[config.mk]
export PLATFORM = sky130hd
export DESIGN_NAME = pafk_front
export DESIGN_NICKNAME = d
export VERILOG_FILES = /design/src/pafk_pkg.sv /design/src/pafk_front.sv
export SDC_FILE = /design/constraint.sdc
export NUM_CORES = 1
export LEC_CHECK = 0
export ABC_AREA = 1
export BUFFER_PORTS_ARGS = -buffer_cell sky130_fd_sc_hd__buf_4
export CAP_MARGIN = 20
export CORE_MARGIN = 2
export CORE_UTILIZATION = 45
export CTS_CLUSTER_SIZE = 28
export DETAILED_ROUTE_END_ITERATION = 16
export PLACE_DENSITY = 0.78
export SLEW_MARGIN = 20
export SYNTH_ARGS = -nofsm -noshare
export SYNTH_HDL_FRONTEND = slang
export SYNTH_SLANG_ARGS = --single-unit
[constraint.sdc]
create_clock -name clk_i -period 5.9 [get_ports clk_i]
set_clock_uncertainty 0.15 [all_clocks]
set_input_delay 1.18 -clock clk_i [delete_from_list [all_inputs] [get_ports clk_i]]
set_output_delay 1.18 -clock clk_i [all_outputs]
set_load 0.01 [all_outputs]
[src/pafk_pkg.sv]
// shared types, constants and helper functions of the planar arm kinematics core
package pafk_pkg;

  localparam int PHASE_W     = 32;
  localparam int LEN_W       = 16;
  localparam int POS_W       = 32;
  localparam int XY_W        = 33;
  localparam int GAIN_W      = 32;
  localparam int PROD_W      = XY_W + GAIN_W;
  localparam int ROUND_SHIFT = 44;
  localparam int DX_W        = PROD_W - ROUND_SHIFT;
  localparam int LEN_SHIFT   = 14;
  localparam int QUEUE_DEPTH = 2;
  localparam int ATAN_IDX_W  = 5;

  localparam logic signed [GAIN_W-1:0] INV_GAIN = 32'sd652032875;

  typedef enum logic [1:0] {
    QUAD_0   = 2'd0,
    QUAD_90  = 2'd1,
    QUAD_180 = 2'd2,
    QUAD_270 = 2'd3
  } quad_e;

  typedef struct packed {
    logic [15:0] joint_angle;
    logic [15:0] link_length;
    logic        last_link;
  } in_t;

  typedef struct packed {
    logic signed [31:0] start_x;
    logic signed [31:0] start_y;
    logic signed [31:0] end_x;
    logic signed [31:0] end_y;
    logic               arm_done;
  } out_t;

  // queue entry: absolute link direction as a full-turn phase
  typedef struct packed {
    logic [PHASE_W-1:0] phase;
    logic [LEN_W-1:0]   link_length;
    logic               last_link;
  } link_t;

  // arctangent of 2^-i in units of 2^-32 turn
  function automatic logic [31:0] atan_turn(input logic [ATAN_IDX_W-1:0] idx);
    logic [31:0] r;
    case (idx)
      5'd0:    r = 32'h2000_0000;
      5'd1:    r = 32'h12E4_051E;
      5'd2:    r = 32'h09FB_385B;
      5'd3:    r = 32'h0511_11D4;
      5'd4:    r = 32'h028B_0D43;
      5'd5:    r = 32'h0145_D7E1;
      5'd6:    r = 32'h00A2_F61E;
      5'd7:    r = 32'h0051_7C55;
      5'd8:    r = 32'h0028_BE53;
      5'd9:    r = 32'h0014_5F2F;
      5'd10:   r = 32'h000A_2F98;
      5'd11:   r = 32'h0005_17CC;
      5'd12:   r = 32'h0002_8BE6;
      5'd13:   r = 32'h0001_45F3;
      5'd14:   r = 32'h0000_A2FA;
      5'd15:   r = 32'h0000_517D;
      5'd16:   r = 32'h0000_28BE;
      5'd17:   r = 32'h0000_145F;
      5'd18:   r = 32'h0000_0A30;
      5'd19:   r = 32'h0000_0518;
      5'd20:   r = 32'h0000_028C;
      5'd21:   r = 32'h0000_0146;
      5'd22:   r = 32'h0000_00A3;
      5'd23:   r = 32'h0000_0051;
      default: r = 32'h0000_0000;
    endcase
    return r;
  endfunction

  function automatic logic signed [POS_W-1:0] sat_pos(input logic signed [POS_W:0] v);
    logic signed [POS_W-1:0] r;
    if (v[POS_W] != v[POS_W-1]) begin
      r = v[POS_W] ? {1'b1, {(POS_W-1){1'b0}}} : {1'b0, {(POS_W-1){1'b1}}};
    end else begin
      r = v[POS_W-1:0];
    end
    return r;
  endfunction

endpackage

[src/pafk_front.sv]
// input side: takes links, accumulates the joint angle and queues absolute phases
module pafk_front #(
  parameter int ANGLE_BITS = 16
) (
  input  logic            clk_i,
  input  logic            rst_ni,
  input  logic            in_valid_i,
  output logic            in_stall_o,
  input  pafk_pkg::in_t   in_data_i,
  input  logic            q_full_i,
  output logic            push_o,
  output pafk_pkg::link_t push_data_o
);

  logic [ANGLE_BITS-1:0] angle_q, angle_d;
  logic [ANGLE_BITS-1:0] theta;
  logic                  accept;

  assign in_stall_o = q_full_i;
  assign accept     = in_valid_i && !q_full_i;
  assign push_o     = accept;

  // angle sum wraps modulo one turn
  assign theta = angle_q + ANGLE_BITS'(in_data_i.joint_angle);

  assign push_data_o.phase       = {theta, {(pafk_pkg::PHASE_W-ANGLE_BITS){1'b0}}};
  assign push_data_o.link_length = in_data_i.link_length;
  assign push_data_o.last_link   = in_data_i.last_link;

  always_comb begin
    angle_d = angle_q;
    if (accept) begin
      angle_d = in_data_i.last_link ? '0 : theta;
    end
  end

  always_ff @(posedge clk_i or negedge rst_ni) begin
    if (!rst_ni) begin
      angle_q <= '0;
    end else begin
      angle_q <= angle_d;
    end
  end

  a_last_clears_angle: assert property (@(posedge clk_i) disable iff (!rst_ni)
    accept && in_data_i.last_link |=> angle_q == '0) else $error("angle not cleared after arm");

  a_idle_holds_angle: assert property (@(posedge clk_i) disable iff (!rst_ni)
    !accept |=> $stable(angle_q)) else $error("angle changed without transaction");

endmodule

==> results.md <==
- Die X-Extent: 67.9 µm
- Post-Synth Simple-Gate Area: 0.346
- Die Area: 4610 µm²
- Commonest cells post-synth: nand2_1, buf_4, inv_1
- Power per cell area: 375 nW/µm²
- Share of cells above drive strength 1: 0.209
- Most common cell in the synthesized netlist: nand2_1
- CTS buffer count: 3
- Setup bufs post-CTS: 0
- Area of the core: 3970 µm²
- Cell Count, Final, Fillers Out: 346
- Fin crit share: 0.693
- Port buffer count: 39
- CP Capture Type: primary output
- R2R Path Start: angle_q[0]
- R2R depth: 10
- Slew Viols, Final: 0
- Adder-cell share of the synthesized area: 0.113
- Hold Crit Class: reg -> reg
- RSZ-0062 raised after global routing: no
- Final antenna-violating net count: 0
- Placed Cells incl. Taps: 343
- WHS: 337 ps
- # diodes: 0
- Post-synth top area share: 0.218
- Initial drt markers: 48
- CTS max path bufs: 2
- Post-synth ARST share: 1.00
- Wire per inst: 10.8 µm
- Resized Gates After CTS: 0
- Fmax: 245 MHz
- Critical path type: in -> out
- Cells after synthesis: 275
- Largest register FFs: 16
- Synthesized cell area: 1840 µm²
- Remaining Overflow, GRT: 0
- Final HPWL DP: 2.96 mm
- Hold depth: 2
- Largest regs: angle_q x16
- Number of global-route vias before repair: 1,509
- Rows: 23
- Post-synth EDFFs: 0
- Status: finished, final reports clean
- Worst Setup SP: in_data_i[17]
- Final hold vios: 0
- CTS Sinks: 16
- Insertion delay to the later sink of the worst-skew pair: 260 ps
- Mapped Avg Cell Area: 6.68 µm²
- First-pass DRT Iterations: 5
- Largest family of logic cells by synthesized area: simple AND/OR/NAND/NOR gates
- Routed WL: 3.73 mm
- Sequential share of the synthesized area: 0.218
- End of the worst hold path: angle_q[10]
- R2R Path End: angle_q[14]
- Post-layout nets: 351
- Clock-pin slew on the worst setup and hold paths: 70 ps
- Netlist cell types: 23
- Clock root buffer: clkbuf_8
- Largest area contributor in the synthesized netlist: dfrtp_1
- Gp weighted congestion: 0.863
- Compound-Gate Fraction of Synth Area: 0.0483
- CTS tree: built
- Worst R2R Setup Slack: 3950 ps
- Hold buffers post-CTS: 0
- # fillers: 407
- Pleak: 1.22 nW
- Synth Flop Type: dfrtp_1
- Hold_sp: angle_q[10]
- Die height: 67.9 µm
- CP Launch Type: input port
- Required time worst endpoint: 4570 ps
- DRC: 0
- Min Tclk post-route: 4090 ps
- Largest net degree at the start of global routing: 18
- H-tree depth: 1
- Synth warn: 0
- Register area: 400 µm²
- Synth Area in XOR/XNOR: 0.0463
- Initial antenna violation count: 0
- Vias after detailed routing: 1,608
- Worst-path fanout max: 3
- Final setup violation count: 0
- Area of the multi-input gates: 1080 µm²
- Max rail drop VDD: 0.152 mV
- Wire length of the first global-routing pass: 6.39 mm
- Top reg by flops: angle_q
- Share of synthesized area spent on multiplexers: 0
- #FFs+latches synth: 16
- I/O pins: 88
- Max_cap viols: 0
- CP arrival: 2760 ps
- Vias/cell: 4.65
- Top post-synthesis cells by area: dfrtp_1, nand2_1, buf_4
- Setup TNS: 0 ps
- Area growth from synthesis to layout: 10.1%
- GRT Resource Usage Total: 0.180
- Initial Util: 0.463
-- cells by family after synthesis --
logic type                 count (synthesis)
xor gates and xnor gates                   8
AOI/OAI and AO/OA                         14
DFF                                       16
and+or+nand+nor                          144
other                                      1
buffers and inverters                     76
adders and majority gates                 16
-- worst max path at each step --
stage                     slack, ps  depth (start not counted)         endpoint
after floorplan                2140                         10  push_data_o[45]
after global placement         1840                         11  push_data_o[45]
after detailed placement       1830                         11  push_data_o[47]
final                          1810                         11  push_data_o[47]
after global routing           1690                         11  push_data_o[45]
after CTS                      1820                         11  push_data_o[45]
-- report_power, final --
part           internal, mW  switching, mW  total (mW)
Sequential            0.141         0.0194       0.160
Clock                0.0455         0.0426      0.0880
Combinational         0.222          0.289       0.512
-- cells in the final DEF (no fill, tap or decap), types with 3 or more instances in the layout --
master,instances
nand2_1,95
buf_4,39
inv_1,35
conb_1,16
dfrtp_1,16
nand3_1,15
ha_1,15
nor2_1,12
nand2_2,7
a21oi_1,7
and2_1,7
inv_2,5
nand3b_1,4
xor2_1,4
nor3_2,3
a22o_1,3
clkbuf_8,3
-- area by class of cell --
| cell class | count | share of cell area |
|---|---|---|
| Clock buffer | 3 | 0.0204 |
| Inverter | 40 | 0.0742 |
| Multi-Input combinational cell | 198 | 0.532 |
| Sequential cell | 16 | 0.198 |
| Tap cell | 50 | 0.0309 |
| Timing Repair Buffer | 39 | 0.145 |
-- through the flow --
step           worst slack (ps)  total power, mW   util  area, µm²
2_1_floorplan              2140            0.521      -       1890
3_3_place_gp               1840            0.664  0.499       1980
3_5_place_dp               1830            0.673  0.499       1980
4_1_cts                    1820            0.766  0.510       2020
5_1_grt                    1690            0.838  0.510       2020
6_report                   1810            0.760  0.510       2020
-- worst max-delay path, stage by stage --
cell      delay, ps
buf_4           110
ha_1            210
fa_1            430
nand2_1          90
nand2_1          50
nand3b_1         90
nand2_2          80
nand2_1         100
nand3_1         100
and2_1          180
buf_4           130
-- metal layers --
| metal | GRT usage | wire [µm] | up-vias |
|---|---|---|---|
| li1 | - | - | 833 |
| met1 | 0.235 | 1710 | 717 |
| met2 | 0.297 | 1680 | 48 |
| met3 | 0.0280 | 274 | 10 |
| met4 | 0.0750 | 67 | 0 |
| met5 | 0 | 0 | - |
Note: power is estimated with default switching activity, not from simulation.
