<file path="src/pafk_pkg.sv">
// shared types, constants and helper functions of the planar arm kinematics core
package pafk_pkg;

  localparam int PHASE_W     = 32;
  localparam int LEN_W       = 16;
  localparam int POS_W       = 32;
  localparam int XY_W        = 33;
  localparam int GAIN_W      = 32;
  localparam int PROD_W      = XY_W + GAIN_W;
  localparam int ROUND_SHIFT = 44;
  localparam int DX_W        = PROD_W - ROUND_SHIFT;
  localparam int LEN_SHIFT   = 14;
  localparam int QUEUE_DEPTH = 2;
  localparam int ATAN_IDX_W  = 5;

  localparam logic signed [GAIN_W-1:0] INV_GAIN = 32'sd652032875;

  typedef enum logic [1:0] {
    QUAD_0   = 2'd0,
    QUAD_90  = 2'd1,
    QUAD_180 = 2'd2,
    QUAD_270 = 2'd3
  } quad_e;

  typedef struct packed {
    logic [15:0] joint_angle;
    logic [15:0] link_length;
    logic        last_link;
  } in_t;

  typedef struct packed {
    logic signed [31:0] start_x;
    logic signed [31:0] start_y;
    logic signed [31:0] end_x;
    logic signed [31:0] end_y;
    logic               arm_done;
  } out_t;

  // queue entry: absolute link direction as a full-turn phase
  typedef struct packed {
    logic [PHASE_W-1:0] phase;
    logic [LEN_W-1:0]   link_length;
    logic               last_link;
  } link_t;

  // arctangent of 2^-i in units of 2^-32 turn
  function automatic logic [31:0] atan_turn(input logic [ATAN_IDX_W-1:0] idx);
    logic [31:0] r;
    case (idx)
      5'd0:    r = 32'h2000_0000;
      5'd1:    r = 32'h12E4_051E;
      5'd2:    r = 32'h09FB_385B;
      5'd3:    r = 32'h0511_11D4;
      5'd4:    r = 32'h028B_0D43;
      5'd5:    r = 32'h0145_D7E1;
      5'd6:    r = 32'h00A2_F61E;
      5'd7:    r = 32'h0051_7C55;
      5'd8:    r = 32'h0028_BE53;
      5'd9:    r = 32'h0014_5F2F;
      5'd10:   r = 32'h000A_2F98;
      5'd11:   r = 32'h0005_17CC;
      5'd12:   r = 32'h0002_8BE6;
      5'd13:   r = 32'h0001_45F3;
      5'd14:   r = 32'h0000_A2FA;
      5'd15:   r = 32'h0000_517D;
      5'd16:   r = 32'h0000_28BE;
      5'd17:   r = 32'h0000_145F;
      5'd18:   r = 32'h0000_0A30;
      5'd19:   r = 32'h0000_0518;
      5'd20:   r = 32'h0000_028C;
      5'd21:   r = 32'h0000_0146;
      5'd22:   r = 32'h0000_00A3;
      5'd23:   r = 32'h0000_0051;
      default: r = 32'h0000_0000;
    endcase
    return r;
  endfunction

  function automatic logic signed [POS_W-1:0] sat_pos(input logic signed [POS_W:0] v);
    logic signed [POS_W-1:0] r;
    if (v[POS_W] != v[POS_W-1]) begin
      r = v[POS_W] ? {1'b1, {(POS_W-1){1'b0}}} : {1'b0, {(POS_W-1){1'b1}}};
    end else begin
      r = v[POS_W-1:0];
    end
    return r;
  endfunction

endpackage

</file>
<file path="src/pafk_fifo.sv">
// short link queue between the angle front end and the rotation back end
module pafk_fifo (
  input  logic             clk_i,
  input  logic             rst_ni,
  input  logic             push_i,
  input  pafk_pkg::link_t  push_data_i,
  output logic             full_o,
  input  logic             pop_i,
  output logic             not_empty_o,
  output pafk_pkg::link_t  pop_data_o
);

  localparam int DEPTH = pafk_pkg::QUEUE_DEPTH;
  localparam int PTR_W = (DEPTH > 1) ? $clog2(DEPTH) : 1;
  localparam int CNT_W = $clog2(DEPTH + 1);

  pafk_pkg::link_t  mem_q [DEPTH];
  logic [PTR_W-1:0] wr_ptr_q, wr_ptr_d;
  logic [PTR_W-1:0] rd_ptr_q, rd_ptr_d;
  logic [CNT_W-1:0] count_q, count_d;

  assign full_o      = (count_q == CNT_W'(DEPTH));
  assign not_empty_o = (count_q != '0);
  assign pop_data_o  = mem_q[rd_ptr_q];

  always_comb begin
    wr_ptr_d = wr_ptr_q;
    rd_ptr_d = rd_ptr_q;
    count_d  = count_q;
    if (push_i) begin
      wr_ptr_d = (wr_ptr_q == PTR_W'(DEPTH - 1)) ? '0 : wr_ptr_q + 1'b1;
    end
    if (pop_i) begin
      rd_ptr_d = (rd_ptr_q == PTR_W'(DEPTH - 1)) ? '0 : rd_ptr_q + 1'b1;
    end
    if (push_i && !pop_i) begin
      count_d = count_q + 1'b1;
    end else if (pop_i && !push_i) begin
      count_d = count_q - 1'b1;
    end
  end

  always_ff @(posedge clk_i or negedge rst_ni) begin
    if (!rst_ni) begin
      wr_ptr_q <= '0;
      rd_ptr_q <= '0;
      count_q  <= '0;
    end else begin
      wr_ptr_q <= wr_ptr_d;
      rd_ptr_q <= rd_ptr_d;
      count_q  <= count_d;
    end
  end

  always_ff @(posedge clk_i) begin
    if (push_i) begin
      mem_q[wr_ptr_q] <= push_data_i;
    end
  end

  a_count_bound: assert property (@(posedge clk_i) disable iff (!rst_ni)
    count_q <= CNT_W'(DEPTH)) else $error("queue count beyond depth");

  a_no_underflow: assert property (@(posedge clk_i) disable iff (!rst_ni)
    pop_i |-> count_q != '0) else $error("queue popped while empty");

  a_no_overflow: assert property (@(posedge clk_i) disable iff (!rst_ni)
    push_i && !pop_i |-> count_q != CNT_W'(DEPTH)) else $error("queue pushed while full");

endmodule

</file>
<file path="config.mk">
export PLATFORM = sky130hd
export DESIGN_NAME = pafk_fifo
export DESIGN_NICKNAME = d
export VERILOG_FILES = /design/src/pafk_pkg.sv /design/src/pafk_fifo.sv
export SDC_FILE = /design/constraint.sdc
export NUM_CORES = 1
export LEC_CHECK = 0
export BUFFER_PORTS_ARGS = -buffer_cell sky130_fd_sc_hd__buf_2
export CAP_MARGIN = 20
export CORE_ASPECT_RATIO = 1.25
export CORE_MARGIN = 5
export CORE_UTILIZATION = 52
export CTS_CLUSTER_DIAMETER = 60
export DETAILED_ROUTE_END_ITERATION = 12
export GPL_ROUTABILITY_DRIVEN = 0
export PLACE_DENSITY_LB_ADDON = 0.05
export SLEW_MARGIN = 0
export SYNTH_ARGS = -nofsm -noshare
export SYNTH_HDL_FRONTEND = slang
export SYNTH_SLANG_ARGS = --single-unit
</file>
<file path="constraint.sdc">
create_clock -name clk_i -period 4.2 [get_ports clk_i]
set_input_delay 0.21 -clock clk_i [delete_from_list [all_inputs] [get_ports clk_i]]
set_output_delay 0.21 -clock clk_i [all_outputs]
set_load 0.02 [all_outputs]
</file>
==> results.sh, run 1 <==
export IMPL_io_pins=104
export IMPL_fp_dieW_um=88.2
export IMPL_drtIter0Drc=86
export IMPL_p_per_area_mw_per_mm2=668
export IMPL_groute_usage_overall=0.132
export IMPL_ir_worst_vdd_v=0.000480
export IMPL_coreArea_sq_mm=0.00740
export IMPL_grt_max_degree=51
export IMPL_clock_sinks=102
export IMPL_rrSetupSlack_ns=2.46
export IMPL_synth_seq_cells=102
export IMPL_grt_overflow=0
export IMPL_max_stage_delay_ns=1.05
export IMPL_hold_class="input port to register"
export IMPL_ys_seq_area_frac=0.765
export IMPL_dp_hpwl_mm=4.17
export IMPL_ant_nets=0
export IMPL_wl_per_cell_um=16.3
export IMPL_rows=35
export IMPL_dieArea_sq_mm=0.00951
export IMPL_start_util=0.538
export IMPL_finalNetCount=334
export IMPL_synth_distinct_cells=13
export IMPL_postCtsSetupBuffers=0
export IMPL_vias_per_cell=4.91
export IMPL_finalMaxSlewViolations=0
export IMPL_cp_end_kind="output port"
export IMPL_insertion_delay_ns=0.35
export IMPL_ctsHoldBuffers=1
export IMPL_cts_buffers=9
export IMPL_timing_rr_end="mem_q[0][19]"
export IMPL_cp_arrival_ns=1.94
export IMPL_max_slew_worst_pin_slew_ns=0.929
export IMPL_skew_ns=0.00880
export IMPL_synth_area_sq_mm=0.00398
export IMPL_crit_chain="mux2_4 > buf_2"
export IMPL_crit_path_top_delay_cell="dfrtp_4"
export IMPL_gr_usage_met2=0.230
export IMPL_start_kind="register"
export IMPL_wirelength_mm=6.10
export IMPL_antenna_found_initial=0
export IMPL_synth_edf_count=98
export IMPL_dp_cells=360
export IMPL_cts_htree_levels=3
export IMPL_first_pass_iters=4
export IMPL_clockRootBuffer="clkbuf_8"
export IMPL_maxCapViolCount=0
export IMPL_cts_tree="done"
export IMPL_layout_min_cycle_time_ns=2.15
export IMPL_met1_usage=0.145
export IMPL_post_cts_resized=0
export IMPL_syn_avg_cell_area_sq_um=23.5
export IMPL_worstPathRequired_ns=3.99
export IMPL_hold_ws_ns=0.0438
export IMPL_drive_above_1_share=0.604
export IMPL_grt_pass1_vias=1957
export IMPL_crit_type="register to output port"
export IMPL_clockBufferDepth=2
export IMPL_rr_worst_depth=2
export IMPL_fill_cells=555
export IMPL_outcome="complete, no violations"
export IMPL_setup_viol=0
export IMPL_yosysWarnings=0
export IMPL_syn2layout_area_growth_pct=18.5
export IMPL_endpoint="pop_data_o[32]"
export IMPL_stdcell_count=375
export IMPL_synth_fp_nets=223
export IMPL_r2r_start="wr_ptr_q"
export IMPL_rsz0062_at_grt="false"
export IMPL_leakage_nw=1.92
export IMPL_finalCritPeriodShare=0.512
export IMPL_synth_main_ff_cell="edfxtp_1"
export IMPL_hold_violations=0
export IMPL_synthCells=169
export IMPL_slew_headroom=0.380
export IMPL_synth_top_cells_by_count="edfxtp_1 (98), mux2_4 (49), buf_12 (5)"
export IMPL_clk_pin_slew_ns=0.09
export IMPL_n_antenna_cell=0
export IMPL_io_buffers=103
export IMPL_top_usage_layer="met2"
export IMPL_met3_usage=0.0352
export IMPL_path_max_fanout=50
export IMPL_via_count=1840
export IMPL_finalSetupTns_ns=0
export IMPL_die_h_um=108
export IMPL_asyncSetResetFlopFracSynth=0.0392
export IMPL_synth_most_common_cell="edfxtp_1"
export IMPL_fmax_ghz=0.465
export IMPL_synthTopCellsByArea="edfxtp_1 (74%), mux2_4 (18%), buf_12 (2.5%), dfrtp_1 (2.5%), xor2_1 (0.88%)"
export IMPL_drc=0
export IMPL_grt_pass1_wl_mm=9.29
export IMPL_synth_top_area_cell="edfxtp_1"
export IMPL_synth_top_cell_area_share=0.740
export IMPL_startpoint="rd_ptr_q"
-- worst min-delay path by stage --
stage	startpoint	to	slack, ns	cells past startpoint
after CTS	push_data_i[26]	mem_q[0][26]	0.02	1
after detailed placement	rst_ni	count_q[1]	0.02	1
after global routing	push_data_i[25]	mem_q[1][25]	0.02	1
after floorplan	rst_ni	count_q[0]	-0.09	0
after global placement	rst_ni	count_q[1]	0.02	1
final	push_data_i[26]	mem_q[0][26]	0.04	1
-- power breakdown --
part | internal, mW | switching, mW | leakage [nW]
logic | 0.532 | 0.515 | 0.873
registers | 1.35 | 0.188 | 0.965
clock network | 0.268 | 0.292 | 0.0842
total | 2.15 | 0.995 | 1.92
-- cell type report --
type	count	area, sq um	area share
sequential	102	3050	0.646
multi-input combinational	60	830	0.176
clock inverter	4	50.0	0.0106
clock buffer	10	128	0.0271
inverter	1	3.75	0.000796
tap	92	115	0.0244
timing repair buffer	106	541	0.115
-- kinds of logic (layout without fill, tap and decap cells) --
group,after synthesis,after routing,synth area share
and+or+nand+nor,5,5,0.00723
muxes,49,49,0.185
xor gates and xnor gates,5,5,0.0110
DFF,102,102,0.765
adders and majority gates,1,1,0.00314
buffers and inverters,7,121,0.0289
-- state kept, by name (all words and copies together) (netlist names) --
signal / cells
mem_q: 98
wr_ptr_q: 1
count_q: 2
rd_ptr_q: 1
-- metrics by stage --
step / total power, mW / utilization / setup slack [ns] / instance area (sq um)
final: 3.15 / 0.637 / 2.05 / 4710
after global placement: 2.63 / 0.611 / 2.40 / 4530
after global routing: 3.30 / 0.637 / 1.96 / 4710
after floorplan: 2.42 / - / 1.15 / 3980
after detailed placement: 2.64 / 0.611 / 2.39 / 4530
after CTS: 3.20 / 0.637 / 2.01 / 4710
-- worst max-delay path, delay by kind of cell, from the launching register on --
| family | cells | cell delay, ns |
|---|---|---|
| multiplexers | 1 | 0.36 |
| flip-flops | 1 | 1.05 |
| buffers and inverters | 1 | 0.16 |
-- cell usage in the layout, fill, tap and decap left out, types with 2 or more instances in the layout --
cell type   instances
clkinvlp_4          2
buf_2             103
buf_4               2
xor2_1              4
edfxtp_1           98
clkbuf_8            9
dfrtp_1             3
mux2_4             49
-- routing by layer --
metal | share of wire | vias up
met3 | 0.079 | 12
met5 | 0 | -
li1 | - | 876
met4 | 0.024 | 0
met1 | 0.36 | 885
met2 | 0.53 | 67
(Power assumes the default switching activity.)
==> run 2: changes to the inputs <==
ABC_AREA = 1   (was default)
clock period = 2.2 ns   (was 4.2 ns; I/O delays follow)
==> run 2 against run 1 <==
Against the previous run: cell count is 18% higher; area after synthesis is 0.44% higher; total power is 99% higher; core utilization is 7.9 points higher; global-route usage is 2.3 points higher.
==> results.sh, run 2 <==
export IMPL_outcome="complete, no violations"
export IMPL_finalMaxSlewViolations=0
export IMPL_rows=35
export IMPL_cts_tree="done"
export IMPL_final_common_cell="buf_2"
export IMPL_grt_max_degree=40
export IMPL_rrSetupSlack_ns=0.80
export IMPL_clk_pin_slew_ns=0.08
export IMPL_cp_end_kind="output port"
export IMPL_stdcell_count=441
export IMPL_p_per_area_mw_per_mm2=1170
export IMPL_final_util=0.716
export IMPL_synth_area_mux_share=0.184
export IMPL_dieArea_sq_mm=0.00955
export IMPL_rsz0062_at_grt="false"
export IMPL_synth_top_family_by_area="multiplexers"
export IMPL_drtIter0Drc=124
export IMPL_cp_arrival_ns=1.82
export IMPL_synth_xor_area_frac=0.00657
export IMPL_finalCritPeriodShare=0.877
export IMPL_leakage_nw=2.21
export IMPL_wirelength_mm=6.95
export IMPL_ys_seq_area_frac=0.761
export IMPL_fp_dieW_um=88.4
export IMPL_clockRootBuffer="clkbuf_8"
export IMPL_cts_htree_levels=3
export IMPL_top_regs="mem_q x98, count_q x2"
export IMPL_synth_top_cell_area_share=0.736
export IMPL_largest_register="mem_q"
export IMPL_synthCells=178
export IMPL_dp_cells=373
export IMPL_max_stage_delay_ns=0.72
export IMPL_cts_buffers=9
export IMPL_synth_area_sq_mm=0.00400
export IMPL_ant_nets=0
export IMPL_gr_usage_met2=0.269
export IMPL_top_usage_layer="met2"
export IMPL_asyncSetResetFlopFracSynth=0.0392
export IMPL_slew_headroom=0.668
export IMPL_hold_class="input port to async pin"
export IMPL_synth_edf_count=98
export IMPL_finalSetupTns_ns=0
export IMPL_r2r_start="wr_ptr_q"
export IMPL_coreArea_sq_mm=0.00744
export IMPL_dpl_cell_area_sq_mm=0.00462
export IMPL_worstPathRequired_ns=2.09
export IMPL_synth_seq_cells=102
export IMPL_grt_overflow=0
export IMPL_synth_main_ff_cell="edfxtp_1"
export IMPL_clock_sinks=102
export IMPL_grt_pass1_wl_mm=10.9
export IMPL_drc=0
export IMPL_synth_distinct_cells=13
export IMPL_yosys_area_share_simple=0.0103
export IMPL_setup_viol=0
export IMPL_groute_usage_overall=0.156
export IMPL_synth_fp_nets=232
export IMPL_synth_most_common_cell="edfxtp_1"
export IMPL_syn_avg_cell_area_sq_um=22.5
export IMPL_crit_chain="buf_4 > mux2_4 > buf_2"
export IMPL_yosysWarnings=0
export IMPL_timing_rr_end="mem_q[0][6]"
export IMPL_startpoint="rd_ptr_q"
export IMPL_skew_ns=0.00859
export IMPL_ir_worst_vdd_v=0.000727
export IMPL_synth_compound_area_frac=0
export IMPL_layout_min_cycle_time_ns=1.93
export IMPL_hold_violations=0
export IMPL_rr_worst_depth=2
export IMPL_dp_hpwl_mm=4.54
export IMPL_max_slew_worst_pin_slew_ns=0.497
export IMPL_maxCapViolCount=0
export IMPL_finalNetCount=398
export IMPL_fmax_ghz=0.519
export IMPL_met3_usage=0.0389
export IMPL_path_max_fanout=23
export IMPL_met1_usage=0.179
export IMPL_io_pins=104
export IMPL_fin_area_sq_mm=0.00533
export IMPL_crit_path_top_delay_cell="dfrtp_4"
export IMPL_crit_type="register to output port"
export IMPL_largest_reg_flops=98
export IMPL_postCtsSetupBuffers=0
export IMPL_first_pass_iters=4
export IMPL_grt_pass1_vias=2276
export IMPL_start_kind="register"
export IMPL_die_h_um=108
export IMPL_endpoint="pop_data_o[46]"
export IMPL_wl_per_cell_um=15.8
export IMPL_via_count=2084
export IMPL_vias_per_cell=4.73
export IMPL_final_cell_mix="buf_2 (103), edfxtp_1 (98), dlygate4sd3_1 (52), mux2_4 (49), clkbuf_8 (9)"
export IMPL_clockBufferDepth=2
export IMPL_antenna_found_initial=0
export IMPL_io_buffers=103
export IMPL_drive_above_1_share=0.504
export IMPL_insertion_delay_ns=0.35
export IMPL_synth_top_area_cell="edfxtp_1"
export IMPL_hold_ws_ns=0.0890
export IMPL_synthTopCellsByArea="edfxtp_1 (74%), mux2_4 (18%), buf_12 (2.5%), dfrtp_1 (2.5%), inv_1 (0.66%)"
export IMPL_synthAdderAreaFrac=0.00313
export IMPL_synth_top_cells_by_count="edfxtp_1 (98), mux2_4 (49), inv_1 (7)"
export IMPL_syn2layout_area_growth_pct=33.4
export IMPL_n_antenna_cell=0
export IMPL_start_util=0.537
==> run 2: per-layer routing <==
| metal | vias to the layer above | part of all wire |
|---|---|---|
| li1 | 1014 | - |
| met1 | 991 | 0.38 |
| met2 | 66 | 0.53 |
| met3 | 13 | 0.064 |
| met4 | 0 | 0.024 |
| met5 | - | 0 |
==> run 2: cells by family (layout without fill, tap and decap cells) <==
family / Yosys count / in the layout
muxes: 49 / 49
xor gates and xnor gates: 3 / 3
buffers and inverters: 13 / 184
adders and majority gates: 1 / 1
and+or+nand+nor: 10 / 10
DFF: 102 / 102
==> run 2: through the flow <==
step,total power [mW],worst slack (ns)
finish,6.26,0.272
global route,6.57,0.195
CTS,6.34,0.253
detailed placement,5.16,0.642
global placement,5.12,0.659
floorplan,4.61,0.0876
==> run 2: what timing repair did <==
| item | in CTS | in global routing |
|---|---|---|
| endpoints found under the hold margin | 104 | 0 |
| hold buffers | 52 | 0 |
| gates resized for setup | 0 | 0 |
==> run 2: area by class of cell <==
class / instances / area [sq um]
timing repair buffer: 161 / 1130
sequential: 102 / 3050
fill: 507 / 2110
multi-input combinational: 63 / 823
tap: 92 / 115
clock buffer: 10 / 128
inverter: 7 / 26.3
clock inverter: 6 / 61.3
==> run 2: critical path, delay by kind of cell, from the launching register on <==
family,cells,cell delay [ns]
muxes,1,0.31
DFF,1,0.72
buffers and inverters,2,0.43
==> run 2: worst min-delay path by stage <==
stage / from / end / slack, ns / cells past startpoint
after floorplan: rst_ni / count_q[0] / -0.19 / 0
after global placement: rst_ni / wr_ptr_q / -0.08 / 1
after detailed placement: rst_ni / wr_ptr_q / -0.08 / 1
after CTS: rst_ni / count_q[0] / 0.06 / 2
after global routing: rst_ni / count_q[1] / 0.07 / 2
final: rst_ni / count_q[1] / 0.09 / 2
==> run 2: power by group <==
part / internal [mW] / total, mW / switching (mW)
Combinational: 1.15 / 2.34 / 1.20
Sequential: 2.58 / 2.80 / 0.224
Clock: 0.525 / 1.12 / 0.592
==> run 3: changes to the inputs <==
CELL_PAD_IN_SITES_DETAIL_PLACEMENT = 0   (was default)
CELL_PAD_IN_SITES_GLOBAL_PLACEMENT = 1   (was default)
CORE_UTILIZATION = 44   (was 52)
==> run 3 against run 2 <==
Against the previous run: clock skew is 0.0033 ns lower; non-clock buffer count fell by 1; first-iteration DRC count is 8.1% lower; total power increased by 9.3%; wire length is 1.8% higher; critical path depth did not move; sequential power barely moved; register-to-register slack gained 0.13 ns; combinational power is essentially flat; flip-flop and latch count unchanged; count of clock-buffer cells in the layout decreased by 1; core utilization is 11 points lower; critical endpoint is now pop_data_o[34]; largest cell class unchanged.
==> results.sh, run 3 (synthesis gave the netlist of run 2 again) <==
export IMPL_slew_headroom=0.731
export IMPL_rrSetupSlack_ns=0.93
export IMPL_gr_usage_met2=0.233
export IMPL_leakage_nw=2.26
export IMPL_largest_reg_flops=98
export IMPL_insertion_delay_ns=0.33
export IMPL_hold_end="wr_ptr_q"
export IMPL_io_buffers=103
export IMPL_ant_nets=0
export IMPL_finalSetupTns_ns=0
export IMPL_rows=39
export IMPL_timing_rr_end="mem_q[0][6]"
export IMPL_ir_worst_vdd_v=0.000854
export IMPL_drtIter0Drc=114
export IMPL_cts_buffers=9
export IMPL_r2r_start="wr_ptr_q"
export IMPL_via_count=2082
export IMPL_top_usage_layer="met2"
export IMPL_start_kind="register"
export IMPL_hold_start="push_i"
export IMPL_hold_class="input port to register"
export IMPL_groute_usage_overall=0.133
export IMPL_cts_tree="done"
export IMPL_clk_pin_slew_ns=0.06
export IMPL_start_util=0.443
export IMPL_antenna_found_initial=0
export IMPL_syn2layout_area_growth_pct=36.9
export IMPL_first_pass_iters=4
export IMPL_clockBufferDepth=2
export IMPL_dp_cells=404
export IMPL_clockRootBuffer="clkbuf_16"
export IMPL_maxCapViolCount=0
export IMPL_setup_viol=0
export IMPL_wirelength_mm=7.07
export IMPL_cts_htree_levels=3
export IMPL_rr_worst_depth=2
export IMPL_coreArea_sq_mm=0.00903
export IMPL_dieArea_sq_mm=0.0111
export IMPL_finalCritPeriodShare=0.844
export IMPL_rsz0062_at_grt="false"
export IMPL_outcome="complete, no violations"
export IMPL_final_common_cell="buf_2"
export IMPL_drive_above_1_share=0.507
export IMPL_drc=0
export IMPL_grt_pass1_wl_mm=10.9
export IMPL_n_antenna_cell=0
export IMPL_crit_type="register to output port"
export IMPL_fp_dieW_um=95.2
export IMPL_wl_per_cell_um=15.1
export IMPL_worstPathRequired_ns=2.09
export IMPL_grt_overflow=0
export IMPL_hold_violations=0
export IMPL_max_stage_delay_ns=0.65
export IMPL_dp_hpwl_mm=4.65
export IMPL_final_util=0.606
export IMPL_final_cell_mix="buf_2 (103), edfxtp_1 (98), dlygate4sd3_1 (51), mux2_4 (49), clkbuf_16 (9)"
export IMPL_die_h_um=117
export IMPL_clock_sinks=102
export IMPL_crit_chain="buf_4 > mux2_4 > buf_2"
export IMPL_path_max_fanout=18
export IMPL_met3_usage=0.0367
export IMPL_met1_usage=0.150
export IMPL_cp_end_kind="output port"
export IMPL_grt_pass1_vias=2246
export IMPL_post_cts_resized=0
export IMPL_largest_register="mem_q"
export IMPL_max_slew_worst_pin_slew_ns=0.403
export IMPL_p_per_area_mw_per_mm2=1250
export IMPL_min_path_cells=2
export IMPL_skew_ns=0.00527
export IMPL_crit_path_top_delay_cell="dfrtp_4"
export IMPL_io_pins=104
export IMPL_finalNetCount=397
export IMPL_fmax_ghz=0.538
export IMPL_layout_min_cycle_time_ns=1.86
export IMPL_fill_cells=682
export IMPL_stdcell_count=470
export IMPL_cp_arrival_ns=1.75
export IMPL_grt_max_degree=30
export IMPL_vias_per_cell=4.43
export IMPL_top_regs="mem_q x98, count_q x2"
export IMPL_finalMaxSlewViolations=0
==> run 3: cell count changes in the layout (fill, tap and decap cells not counted), sizes merged <==
cell,before,now
dlygate4sd3,52,51
clkinv,3,2
clkbuf,10,9
bufinv,1,3
inv,8,7
==> run 3: area by class of cell <==
| class | instances | area, sq um | area share |
|---|---|---|---|
| Sequential cell | 102 | 3050 | 0.557 |
| Multi-Input combinational cell | 63 | 823 | 0.151 |
| Timing Repair Buffer | 160 | 1080 | 0.198 |
| Clock buffer | 9 | 225 | 0.0412 |
| Tap cell | 123 | 154 | 0.0281 |
| Inverter | 7 | 26.3 | 0.00480 |
| Clock inverter | 6 | 111 | 0.0204 |
==> run 3: repair_timing <==
item                       CTS  global route
hold buffers                51             0
hold endpoints to repair   103             0
setup endpoints to repair    0             0
buffers inserted             0             0
==> run 3: worst max-delay path by stage <==
stage,endpoint,slack [ns],cells after the start,startpoint
floorplan,mem_q[0][0],0.09,1,wr_ptr_q
global placement,pop_data_o[37],0.68,3,rd_ptr_q
detailed placement,pop_data_o[37],0.67,3,rd_ptr_q
CTS,pop_data_o[37],0.30,3,rd_ptr_q
global route,pop_data_o[48],0.26,3,rd_ptr_q
finish,pop_data_o[34],0.34,3,rd_ptr_q
==> run 3: through the flow <==
stage / setup WS, ns / hold slack, ns / total power [mW] / instance area, sq um
floorplan: 0.0876 / -0.186 / 4.61 / 4000
CTS: 0.299 / 0.00117 / 6.95 / 5470
detailed placement: 0.668 / -0.0748 / 5.11 / 4620
global route: 0.261 / 0.00410 / 7.18 / 5470
finish: 0.343 / 0.0141 / 6.84 / 5470
global placement: 0.677 / -0.0749 / 5.09 / 4620
==> run 3: per-layer routing <==
metal / share of wire / vias to the layer above
met5: 0 / -
met4: 0.017 / 0
met3: 0.061 / 10
met2: 0.52 / 66
met1: 0.40 / 996
li1: - / 1010
==> run 3: critical path: cells and delay by family, from the launching register on <==
family                 cells  cell delay, ns
buffers and inverters      2            0.45
flip-flops                 1            0.65
multiplexers               1            0.31
==> run 3: power breakdown <==
group	switching, mW	internal [mW]
clock	0.651	1.10
sequential	0.194	2.59
combinational	1.21	1.10
